File: config.mk
export PLATFORM = sky130hd
export DESIGN_NAME = nesc_decode
export DESIGN_NICKNAME = d
export VERILOG_FILES = /design/src/hdl/nesc_pkg.sv /design/src/hdl/nesc_decode.sv
export SDC_FILE = /design/constraint.sdc
export NUM_CORES = 1
export LEC_CHECK = 0
export ABC_AREA = 1
export BUFFER_PORTS_ARGS = -buffer_cell sky130_fd_sc_hd__buf_2
export CAP_MARGIN = 20
export CORE_MARGIN = 4
export CORE_UTILIZATION = 37
export DETAILED_ROUTE_END_ITERATION = 10
export PLACE_DENSITY_LB_ADDON = 0.3
export SLEW_MARGIN = 20
export SYNTH_ARGS = -nofsm -noshare
export SYNTH_HDL_FRONTEND = slang
export SYNTH_SLANG_ARGS = --single-unit
export TNS_END_PERCENT = 10
File: constraint.sdc
create_clock -name vclk -period 6.8
set_input_delay 2.04 -clock vclk [all_inputs]
set_output_delay 2.04 -clock vclk [all_outputs]
set_load 0.05 [all_outputs]
File: src/hdl/nesc_pkg.sv
package nesc_pkg;

  // counter store geometry
  localparam int unsigned NumCounters = 383;
  localparam int unsigned IdxWidth    = 9;
  localparam int unsigned ValueWidth  = 32;
  localparam int unsigned ErrWidth    = 3;
  localparam int unsigned NumSlots    = 3;

  // error codes
  localparam logic [ErrWidth-1:0] ErrNone     = 3'd0;
  localparam logic [ErrWidth-1:0] ErrCat      = 3'd1;
  localparam logic [ErrWidth-1:0] ErrProto    = 3'd2;
  localparam logic [ErrWidth-1:0] ErrDir      = 3'd3;
  localparam logic [ErrWidth-1:0] ErrSize     = 3'd4;
  localparam logic [ErrWidth-1:0] ErrInternal = 3'd5;

  // request actions
  localparam logic [1:0] ActRecord = 2'd0;
  localparam logic [1:0] ActRead   = 2'd1;
  localparam logic [1:0] ActClear  = 2'd2;

  // configuration register indexes
  localparam logic [2:0] RegEnable         = 3'd0;
  localparam logic [2:0] RegTypeRemoteCall = 3'd1;
  localparam logic [2:0] RegTypeDiskless   = 3'd2;
  localparam logic [2:0] RegTypeUpdateSync = 3'd3;
  localparam logic [2:0] RegTypeBroadcast  = 3'd4;
  localparam logic [2:0] RegTypeNameSvc    = 3'd5;
  localparam logic [2:0] RegProtoPrivate   = 3'd6;

  typedef struct packed {
    logic        enable;
    logic [15:0] type_remote_call;
    logic [15:0] type_diskless;
    logic [15:0] type_update_sync;
    logic [15:0] type_broadcast;
    logic [15:0] type_name_service;
    logic [7:0]  proto_private;
  } cfg_t;

  // up to three counter increments and the error code of one record
  typedef struct packed {
    logic [ErrWidth-1:0]                err;
    logic [NumSlots-1:0]                vld;
    logic [NumSlots-1:0][IdxWidth-1:0]  idx;
  } plan_t;

endpackage

File: src/hdl/nesc_decode.sv
module nesc_decode (
  input  logic [7:0]          kind_i,
  input  logic [7:0]          direction_i,
  input  logic signed [15:0]  arg_a_i,
  input  logic [15:0]         arg_b_i,
  input  logic signed [15:0]  arg_c_i,
  input  nesc_pkg::cfg_t      cfg_i,
  output nesc_pkg::plan_t     plan_o
);

  localparam logic [7:0] KindOffset = 8'd7;
  localparam logic [7:0] KindCall   = 8'd8;
  localparam logic [7:0] KindEth    = 8'd9;
  localparam logic [7:0] KindBuffer = 8'd10;
  localparam logic [7:0] KindConn   = 8'd11;
  localparam logic [7:0] KindPort   = 8'd12;

  localparam logic [7:0] DirTx = 8'd1;
  localparam logic [7:0] DirRx = 8'd2;

  localparam logic [8:0] BaseEthRx = 9'd0;
  localparam logic [8:0] BaseEthTx = 9'd19;
  localparam logic [8:0] BaseRpcRx = 9'd38;
  localparam logic [8:0] BaseRpcTx = 9'd50;
  localparam logic [8:0] BaseOfsRx = 9'd62;
  localparam logic [8:0] BaseOfsTx = 9'd220;
  localparam logic [8:0] BaseBuf   = 9'd378;
  localparam logic [8:0] BaseCon   = 9'd380;
  localparam logic [8:0] BasePort  = 9'd382;

  localparam logic [15:0] CatMain     = 16'h000f;
  localparam logic [15:0] CatMinusOne = 16'hffff;
  localparam logic [15:0] EtherIpv4   = 16'h0800;
  localparam logic [15:0] EtherArp    = 16'h0806;
  localparam logic [7:0]  ProtoIcmp   = 8'd1;

  logic               dir_ok;
  logic               is_tx;
  logic [15:0]        a_u;
  logic [15:0]        c_u;
  logic signed [17:0] a_ext;
  logic signed [17:0] bin;
  logic               has_bin;
  logic [8:0]         first;
  logic [8:0]         base;
  logic               main_cat;
  logic [8:0]         second;

  assign dir_ok = (direction_i == DirTx) || (direction_i == DirRx);
  assign is_tx  = (direction_i == DirTx);
  assign a_u    = arg_a_i;
  assign c_u    = arg_c_i;
  assign a_ext  = 18'(arg_a_i);

  // record decode into counter indexes
  always_comb begin
    plan_o   = '0;
    bin      = '0;
    has_bin  = 1'b0;
    first    = '0;
    base     = '0;
    main_cat = 1'b0;
    second   = '0;
    case (kind_i)
      KindOffset: begin
        base = is_tx ? BaseOfsTx : BaseOfsRx;
        if (!dir_ok) begin
          plan_o.err = nesc_pkg::ErrDir;
        end else if (arg_b_i != CatMain) begin
          plan_o.err = nesc_pkg::ErrCat;
        end else begin
          has_bin = 1'b1;
          if (c_u == cfg_i.type_remote_call) begin
            if (arg_a_i < 16'sd0) begin
              bin   = 18'sd98 - a_ext;
              first = base + 9'd2;
            end else begin
              bin   = a_ext;
              first = base + 9'd1;
            end
          end else if (c_u == cfg_i.type_diskless) begin
            bin   = a_ext + 18'sd132;
            first = base + 9'd3;
          end else if (c_u == cfg_i.type_update_sync) begin
            has_bin = 1'b0;
          end else if (c_u == cfg_i.type_broadcast) begin
            if (arg_a_i != 16'sd1) begin
              has_bin    = 1'b0;
              plan_o.err = nesc_pkg::ErrProto;
            end else begin
              bin   = 18'sd1;
              first = base + 9'd1;
            end
          end else begin
            if (arg_a_i != -16'sd20) begin
              has_bin    = 1'b0;
              plan_o.err = nesc_pkg::ErrProto;
            end else begin
              bin   = 18'sd118;
              first = base + 9'd2;
            end
          end
          if (has_bin) begin
            plan_o.vld[0] = 1'b1;
            plan_o.idx[0] = first;
            // only bins 0 to 153 exist
            if (bin < 18'sd0 || bin > 18'sd153) begin
              plan_o.err = nesc_pkg::ErrInternal;
            end else begin
              plan_o.vld[1] = 1'b1;
              plan_o.idx[1] = base;
              plan_o.vld[2] = 1'b1;
              plan_o.idx[2] = base + 9'd4 + bin[8:0];
            end
          end
        end
      end
      KindCall: begin
        base = is_tx ? BaseRpcTx : BaseRpcRx;
        if (!dir_ok) begin
          plan_o.err = nesc_pkg::ErrDir;
        end else begin
          plan_o.vld[0] = 1'b1;
          if (arg_b_i == CatMain) begin
            main_cat = 1'b1;
            plan_o.idx[0] = base;
          end else if (is_tx && arg_b_i == 16'h0013) begin
            plan_o.idx[0] = base + 9'd1;
          end else if (is_tx && arg_b_i == 16'h0014) begin
            plan_o.idx[0] = base + 9'd2;
          end else if (!is_tx && arg_b_i == 16'h0015) begin
            plan_o.idx[0] = base + 9'd1;
          end else if (!is_tx && arg_b_i == 16'h0016) begin
            plan_o.idx[0] = base + 9'd2;
          end else if (!is_tx && arg_b_i == 16'h0017) begin
            plan_o.idx[0] = base + 9'd3;
          end else if (!is_tx && arg_b_i == 16'h0019) begin
            plan_o.idx[0] = base + 9'd4;
          end else if (!is_tx && arg_b_i == 16'h0014) begin
            plan_o.idx[0] = base + 9'd5;
          end else begin
            plan_o.vld[0] = 1'b0;
            plan_o.err    = nesc_pkg::ErrCat;
          end
          // packet type bin on the main category
          if (main_cat) begin
            if (a_u == cfg_i.type_remote_call) begin
              second = base + 9'd6;
            end else if (a_u == cfg_i.type_broadcast) begin
              second = base + 9'd7;
            end else if (a_u == cfg_i.type_diskless) begin
              second = base + 9'd8;
            end else if (a_u == cfg_i.type_update_sync) begin
              second = base + 9'd9;
            end else if (a_u == cfg_i.type_name_service) begin
              second = base + 9'd10;
            end else begin
              second = base + 9'd11;
            end
            plan_o.vld[1] = 1'b1;
            plan_o.idx[1] = second;
          end
        end
      end
      KindEth: begin
        base = is_tx ? BaseEthTx : BaseEthRx;
        if (!dir_ok) begin
          plan_o.err = nesc_pkg::ErrDir;
        end else if (arg_b_i == CatMain) begin
          plan_o.vld[0] = 1'b1;
          plan_o.idx[0] = base;
          plan_o.vld[1] = 1'b1;
          if (a_u == EtherIpv4) begin
            plan_o.idx[1] = base + 9'd5;
          end else if (a_u == EtherArp) begin
            plan_o.idx[1] = base + 9'd6;
          end else begin
            plan_o.idx[1] = base + 9'd7;
          end
          // frame size bins over 60 to 1514 bytes
          if (arg_c_i < 16'sd60 || arg_c_i > 16'sd1514) begin
            plan_o.err = nesc_pkg::ErrSize;
          end else begin
            plan_o.vld[2] = 1'b1;
            if (arg_c_i > 16'sd1024) begin
              plan_o.idx[2] = base + 9'd11;
            end else if (arg_c_i > 16'sd512) begin
              plan_o.idx[2] = base + 9'd12;
            end else if (arg_c_i > 16'sd256) begin
              plan_o.idx[2] = base + 9'd13;
            end else if (arg_c_i > 16'sd128) begin
              plan_o.idx[2] = base + 9'd14;
            end else begin
              plan_o.idx[2] = base + 9'd15;
            end
          end
        end else if (arg_b_i == CatMinusOne) begin
          // ip protocol bins
          plan_o.vld[0] = 1'b1;
          if (a_u[7:0] == cfg_i.proto_private) begin
            plan_o.idx[0] = base + 9'd8;
          end else if (a_u[7:0] == ProtoIcmp) begin
            plan_o.idx[0] = base + 9'd9;
          end else begin
            plan_o.idx[0] = base + 9'd10;
          end
        end else begin
          plan_o.vld[0] = 1'b1;
          if (is_tx && arg_b_i == 16'h0013) begin
            plan_o.idx[0] = base + 9'd1;
          end else if (is_tx && arg_b_i == 16'h0014) begin
            plan_o.idx[0] = base + 9'd2;
          end else if (!is_tx && arg_b_i == 16'h0010) begin
            plan_o.idx[0] = base + 9'd2;
          end else if (!is_tx && arg_b_i == 16'h0011) begin
            plan_o.idx[0] = base + 9'd3;
          end else if (!is_tx && arg_b_i == 16'h0018) begin
            plan_o.idx[0] = base + 9'd4;
          end else if (!is_tx && arg_b_i == 16'h0019) begin
            plan_o.idx[0] = base + 9'd1;
          end else begin
            plan_o.vld[0] = 1'b0;
            plan_o.err    = nesc_pkg::ErrCat;
          end
        end
      end
      KindBuffer: begin
        if (direction_i == 8'h1a || direction_i == 8'h1b) begin
          plan_o.vld[0] = 1'b1;
          plan_o.idx[0] = BaseBuf + {8'd0, direction_i[0]};
        end else begin
          plan_o.err = nesc_pkg::ErrDir;
        end
      end
      KindConn: begin
        if (direction_i == 8'h1c || direction_i == 8'h1d) begin
          plan_o.vld[0] = 1'b1;
          plan_o.idx[0] = BaseCon + {8'd0, direction_i[0]};
        end else begin
          plan_o.err = nesc_pkg::ErrDir;
        end
      end
      KindPort: begin
        if (direction_i == 8'h1e) begin
          plan_o.vld[0] = 1'b1;
          plan_o.idx[0] = BasePort;
        end else begin
          plan_o.err = nesc_pkg::ErrDir;
        end
      end
      default: begin
        plan_o.err = nesc_pkg::ErrInternal;
      end
    endcase
  end

endmodule

==> flow_summary.ini, run 1 <==
[detailed_routing]
ant_nets = 0
viasPerCell = 5.07
dr.pass1.iters = 5
drc = 0
wl_um = 21300
drtIter0Drc = 682
wl_per_cell_um = 14.2
vias = 7563

[power]
switching_share_pct = 59.0
power.density_mw_per_mm2 = 41.9
intPower_mw = 0.122
combPwrFrac_pct = 100.0
power_frac_seq_pct = 0
power_leakage_nw = 4.05
net-switching-power_mw = 0.175
p_total_mw = 0.296
clockPowerShare_pct = 0
ir_worst_vdd_mv = 0.0310

[placed_design]
hpwlAfterDp_um = 18500
io_buffers = 184
dp_slack_ns = 0.0378
gp_congestion = 0.987

[worst_hold_path]
hp-class = input pin to primary output

[logic_synthesis]
synth_top_area_share_pct = 25.3
synth_nets = 1257
synth_cell_types = 49
ys_seq_area_share_pct = 0
synth_top_area_cell = nand2_1
synth_area_leaders = nand2_1 (25%), inv_1 (9.7%), nor2_1 (9.2%), xor2_1 (7.8%), nand3_1 (7.1%)
ys_warn_count = 0
netlist_area_mm2 = 0.00539
synth.avg_cell_area_um2 = 4.99
syn_inst = 1081

[sta]
setup_viol = 0
tightest_slew_ns = 0.519
period_share_pct = 96.6
fmax_ghz = 0.152
finalCriticalPeriod_ns = 6.57
rsz0062_at_grt = yes
slew_headroom_pct = 65.1
fin_hold_ws_ns = 4.58
hold_viol = 0
slew_viol_final = 0
setup_slack_ns = 0.230

[run]
drv_cap = 0

[layout]
fillers = 1568
n_clock_buffer = 0
multiInputGateArea_mm2 = 0.00463
ff_latch_area_um2 = 0
n_sequential_cell = 0
fin_nets = 1490
syn_to_final_growth_pct = 31.1
final_common_cell = nand2_1
final_cell_mix = nand2_1 (361), buf_2 (169), inv_1 (139)
drive_above_1_share_pct = 25.7

[worst_setup_path]
worstSetupPathType = input pin to primary output
required_ns = 4.76
critical_path_arrival_ns = 4.53
end_kind = primary output
cp_max_fo = 6
start_kind = input pin

[global_route]
grtUsageMet3_pct = 2.82
grt_use_total_pct = 24.5
grt_pass1_vias = 6844
grt.busiest_layer = met2
use_met2_pct = 40.5
met1_usage_pct = 34.2
grt_max_degree = 22
grt_overflow_total = 0
grt_pass1_wl_um = 33400
antenna_found_initial = 1

[floorplanning]
die_h_um = 129
initial_utilization_pct = 38.3
die_area_mm2 = 0.0166
io_pins = 186
core_area_mm2 = 0.0141
die_w_um = 129
rows = 43

[run_status]
status = finished, final reports clean
-- area by class of cell --
class                      instances  share of cell area [%]
multi-input combinational        884                    65.5
timing repair buffer             268                    22.7
inverter                         160                    8.53
tap                              180                    3.19
antenna                            1                  0.0354
-- power by group through the flow --
stage / clock [mW] / combinational, mW / sequential (mW)
after detailed placement: 0 / 0.290 / 0
after global placement: 0 / 0.286 / 0
after CTS: 0 / 0.291 / 0
final: 0.0000000197 / 0.296 / 0
after floorplan: 0 / 0.167 / 0
after global routing: 0.0000000197 / 0.330 / 0
-- layer usage --
layer  share of wire [%]  vias to the layer above
met3                 9.0                       37
met2                  45                      324
met1                  43                     3306
met4                 2.3                        0
met5                   0                        -
li1                    -                     3896
-- logic make-up after synthesis --
group	after synthesis	share of synthesized area, %
xor+xnor	88	14.3
other cells	1	0.0695
buf+inv	197	15.7
compound gates	86	9.88
simple gates	686	54.7
fa+ha+maj	23	5.34
-- worst paths after layout --
check	cells past startpoint	startpoint	end
hold / removal	5	kind_i[3]	plan_o[30]
setup / recovery	21	arg_c_i[14]	plan_o[26]
-- metrics by stage --
stage                     setup TNS, ns  instances  utilization (%)  instance area [µm²]
after floorplan                       0       1081                -                 5400
after global placement                0       1490             49.0                 6910
after detailed placement              0       1490             49.0                 6910
after CTS                             0       1490             49.0                 6910
after global routing             -0.203       1493             50.2                 7070
final                                 0       1493             50.2                 7070
-- what timing repair did --
action,in CTS,in global routing
gates resized for setup,0,52
hold buffers,0,0
buffers inserted,0,2
setup endpoints to repair,0,19
-- Yosys cell counts (all sizes together) --
| master | n |
|---|---|
| xor2 | 48 |
| ha | 23 |
| conb | 1 |
| xnor2 | 40 |
| o211a | 1 |
| a211oi | 2 |
| nand2 | 372 |
| clkinv | 2 |
| o311a | 1 |
| a31o | 1 |
| a22oi | 1 |
| and2 | 1 |
| or2 | 6 |
| inv | 158 |
| nand3b | 9 |
| nor4 | 11 |
| nor3 | 31 |
| a32oi | 1 |
| a21oi | 30 |
| nand4 | 35 |
| o21ai | 30 |
| nor2 | 139 |
| o2111ai | 4 |
| a41oi | 1 |
| o221ai | 2 |
| a311oi | 1 |
| clkbuf | 2 |
| o41ai | 1 |
| nor3b | 1 |
| a31oi | 5 |
| and3 | 1 |
| a32o | 1 |
| buf | 35 |
| o211ai | 3 |
| o21bai | 1 |
| nand3 | 80 |
-- critical path, cell delays in order --
cell     delay (ns)
buf_2          0.16
inv_2          0.10
nand2_1        0.07
nand2_1        0.05
nor2_1         0.23
nand2_1        0.10
nor2_2         0.12
nand2_2        0.09
buf_4          0.14
nand2_2        0.10
nand2_2        0.07
nand2_2        0.06
ha_1           0.23
ha_1           0.30
nand2_1        0.06
inv_1          0.04
nand4_1        0.11
o21ai_2        0.14
nor2_1         0.06
nor2_2         0.11
buf_6          0.16
No activity file was read; power rests on OpenSTA's default activity.
==> run 2: changes to the inputs <==
--- a/config.mk
+++ b/config.mk
@@ -5,7 +5,6 @@
 export SDC_FILE = /design/constraint.sdc
 export NUM_CORES = 1
 export LEC_CHECK = 0
-export ABC_AREA = 1
 export BUFFER_PORTS_ARGS = -buffer_cell sky130_fd_sc_hd__buf_2
 export CAP_MARGIN = 20
 export CORE_MARGIN = 4
==> constraint.sdc (replaced) <==
create_clock -name vclk -period 6.8
set_input_delay 1.36 -clock vclk [all_inputs]
set_output_delay 1.36 -clock vclk [all_outputs]
set_load 0.05 [all_outputs]
==> run 2 against run 1 <==
Global-route usage decreased by 0.64 points. Via count decreased by 25%. Die area decreased by 14%. Worst hold slack got worse by 1.3 ns. Synthesized cell count decreased by 38%. Highest routed layer unchanged. Count of clock-buffer cells in the layout unchanged. Cell count decreased by 34%. Power decreased by 17%. Flip-flop and latch count unchanged.
==> flow_summary.ini, run 2 <==
[global_route]
grt_pass1_vias = 5453
grt_max_degree = 31
antenna_found_initial = 0
grt_overflow_total = 0
grt_pass1_wl_um = 28200
grt_use_total_pct = 23.9

[logic_synthesis]
ys_seq_area_share_pct = 0
synth.avg_cell_area_um2 = 6.76
synth_cell_types = 76
synth_top_area_cell = xor2_1
synth_common_cells = xor2_1 (93), xnor2_1 (75), nand2_1 (47), nor2_1 (44), nor4_1 (39)
netlist_area_mm2 = 0.00456
synth_nets = 851
synth_area_leaders = xor2_1 (18%), xnor2_1 (14%), ha_1 (6.3%), nor4_1 (5.3%), nand4_1 (4.4%)
synth_top_area_share_pct = 17.9
ys_warn_count = 0
yosysMostFrequentCell = xor2_1
syn_inst = 675

[sta]
hold_viol = 0
setup_viol = 0
period_share_pct = 89.2
slew_viol_final = 0
finalCriticalPeriod_ns = 6.06
finalSetupTns_ns = 0
fmax_ghz = 0.165
tightest_slew_ns = 0.689
slew_headroom_pct = 53.7
rsz0062_at_grt = no

[floorplanning]
die_w_um = 119
rows = 40
initial_utilization_pct = 37.8
core_area_mm2 = 0.0121
die_area_mm2 = 0.0142
io_pins = 186
die_h_um = 119

[layout]
final_common_cell = buf_2
post-route-util_pct = 45.6
drive_above_1_share_pct = 26.0
fin_nets = 988
syn_to_final_growth_pct = 20.5
fillers = 1304
final_cell_mix = buf_2 (184), xor2_1 (93), xnor2_1 (75)
n_sequential_cell = 0
ff_latch_area_um2 = 0
n_clock_buffer = 0
post_layout_nonfiller_instances = 978
diodes = 0

[worst_setup_path]
cp_max_fo = 14
end_kind = primary output
start_kind = input pin
cp_cell_sequence = buf_2 -> xnor2_1 -> nand4_1 -> nor4_2 -> buf_4 -> nand4_1 -> or2_2 -> a31oi_1 -> a21oi_1 -> ha_1 -> ha_1 -> nand2_1 -> o21ai_0 -> xnor2_1 -> and3_1 -> buf_2
cp_slowest_cell = nor4_2
critical_path_arrival_ns = 4.70
required_ns = 5.44
worstSetupPathType = input pin to primary output
max_stage_delay_ns = 0.36

[clocking]
cts_resized = 0
cts_setup_buffers = 0
cts_hold_buf = 0

[detailed_routing]
viasPerCell = 5.81
wl_um = 18000
ant_nets = 0
drtIter0Drc = 479
wl_per_cell_um = 18.4
vias = 5684
drc = 0
dr.pass1.iters = 6

[placed_design]
gp_congestion = 0.969
placed_cells = 978
io_buffers = 184
hpwlAfterDp_um = 14300

[worst_hold_path]
hold_path_end = plan_o[31]
hp-class = input pin to primary output
hold_path_depth = 4
hold_start = kind_i[3]

[run_status]
status = finished, final reports clean

[power]
power.density_mw_per_mm2 = 44.6
ir_worst_vdd_mv = 0.0464
combPwrFrac_pct = 100.0
intPower_mw = 0.103
power_leakage_nw = 2.32
clockPowerShare_pct = 0
net-switching-power_mw = 0.142
power_frac_seq_pct = 0
switching_share_pct = 57.9

[run]
drv_cap = 0
==> run 2: cell count changes in the layout (fill, tap and decap cells not counted), sizes merged, moves of 8 or more <==
cell   change
and3      +10
buf       -69
inv      -145
nand2    -325
nand3     -62
nor2      -93
nor2b     +10
nor4      +30
or3        +8
xnor2     +35
xor2      +45
==> run 2: cells by family (layout without fill, tap and decap cells) <==
logic type,after synthesis,in the layout,synth area share [%]
adder cells (fa/ha/maj),23,23,6.31
buffers and inverters,70,205,6.77
AO/OA/AOI/OAI,135,135,20.6
other,1,1,0.0822
XOR/XNOR,168,168,32.2
AND/OR/NAND/NOR,275,275,33.3
multiplexers,3,3,0.685
==> run 2: how the worst max path moves through the flow <==
stage | depth (start not counted) | to | startpoint | slack, ns
2_1_floorplan | 15 | plan_o[25] | arg_c_i[8] | 0.88
3_3_place_gp | 15 | plan_o[25] | arg_c_i[9] | 0.74
3_5_place_dp | 16 | plan_o[26] | arg_c_i[9] | 0.73
4_1_cts | 16 | plan_o[26] | arg_c_i[9] | 0.72
5_1_grt | 16 | plan_o[26] | arg_a_i[2] | 0.38
6_report | 16 | plan_o[26] | arg_c_i[9] | 0.74
==> run 2: through the flow <==
stage	total power, mW	area (µm²)	hold WS, ns	setup slack, ns
global route	0.267	5500	3.26	0.381
floorplan	0.150	4560	3.06	0.881
global placement	0.240	5500	3.24	0.738
finish	0.245	5500	3.25	0.736
CTS	0.242	5500	3.24	0.715
detailed placement	0.241	5500	3.23	0.728
==> run 2: metal layers <==
metal / GRT usage, % / wire length [µm]
met1: 31.7 / 7700
met2: 41.8 / 8220
met3: 2.94 / 1730
met4: 3.98 / 314
met5: 0 / 0
==> run 2: cell type report <==
class / instances / area (µm²) / share of cell area [%]
Multi-Input combinational cell: 605 / 4260 / 77.5
Timing Repair Buffer: 192 / 981 / 17.8
Tap cell: 168 / 210 / 3.82
Inverter: 13 / 48.8 / 0.887
==> run 2: worst max-delay path, delay by kind of cell <==
family	cells	cell delay, ns
AND/OR/NAND/NOR	6	1.10
buffers and inverters	3	0.78
AO/OA/AOI/OAI	3	0.53
XOR/XNOR	2	0.29
adder cells (fa/ha/maj)	2	0.64
==> run 2: power by group through the flow <==
stage               Combinational (mW)  Clock, mW  Sequential (mW)
CTS                              0.242          0                0
floorplan                        0.150          0                0
global placement                 0.240          0                0
detailed placement               0.241          0                0
finish                           0.245          0                0
global route                     0.267          0                0
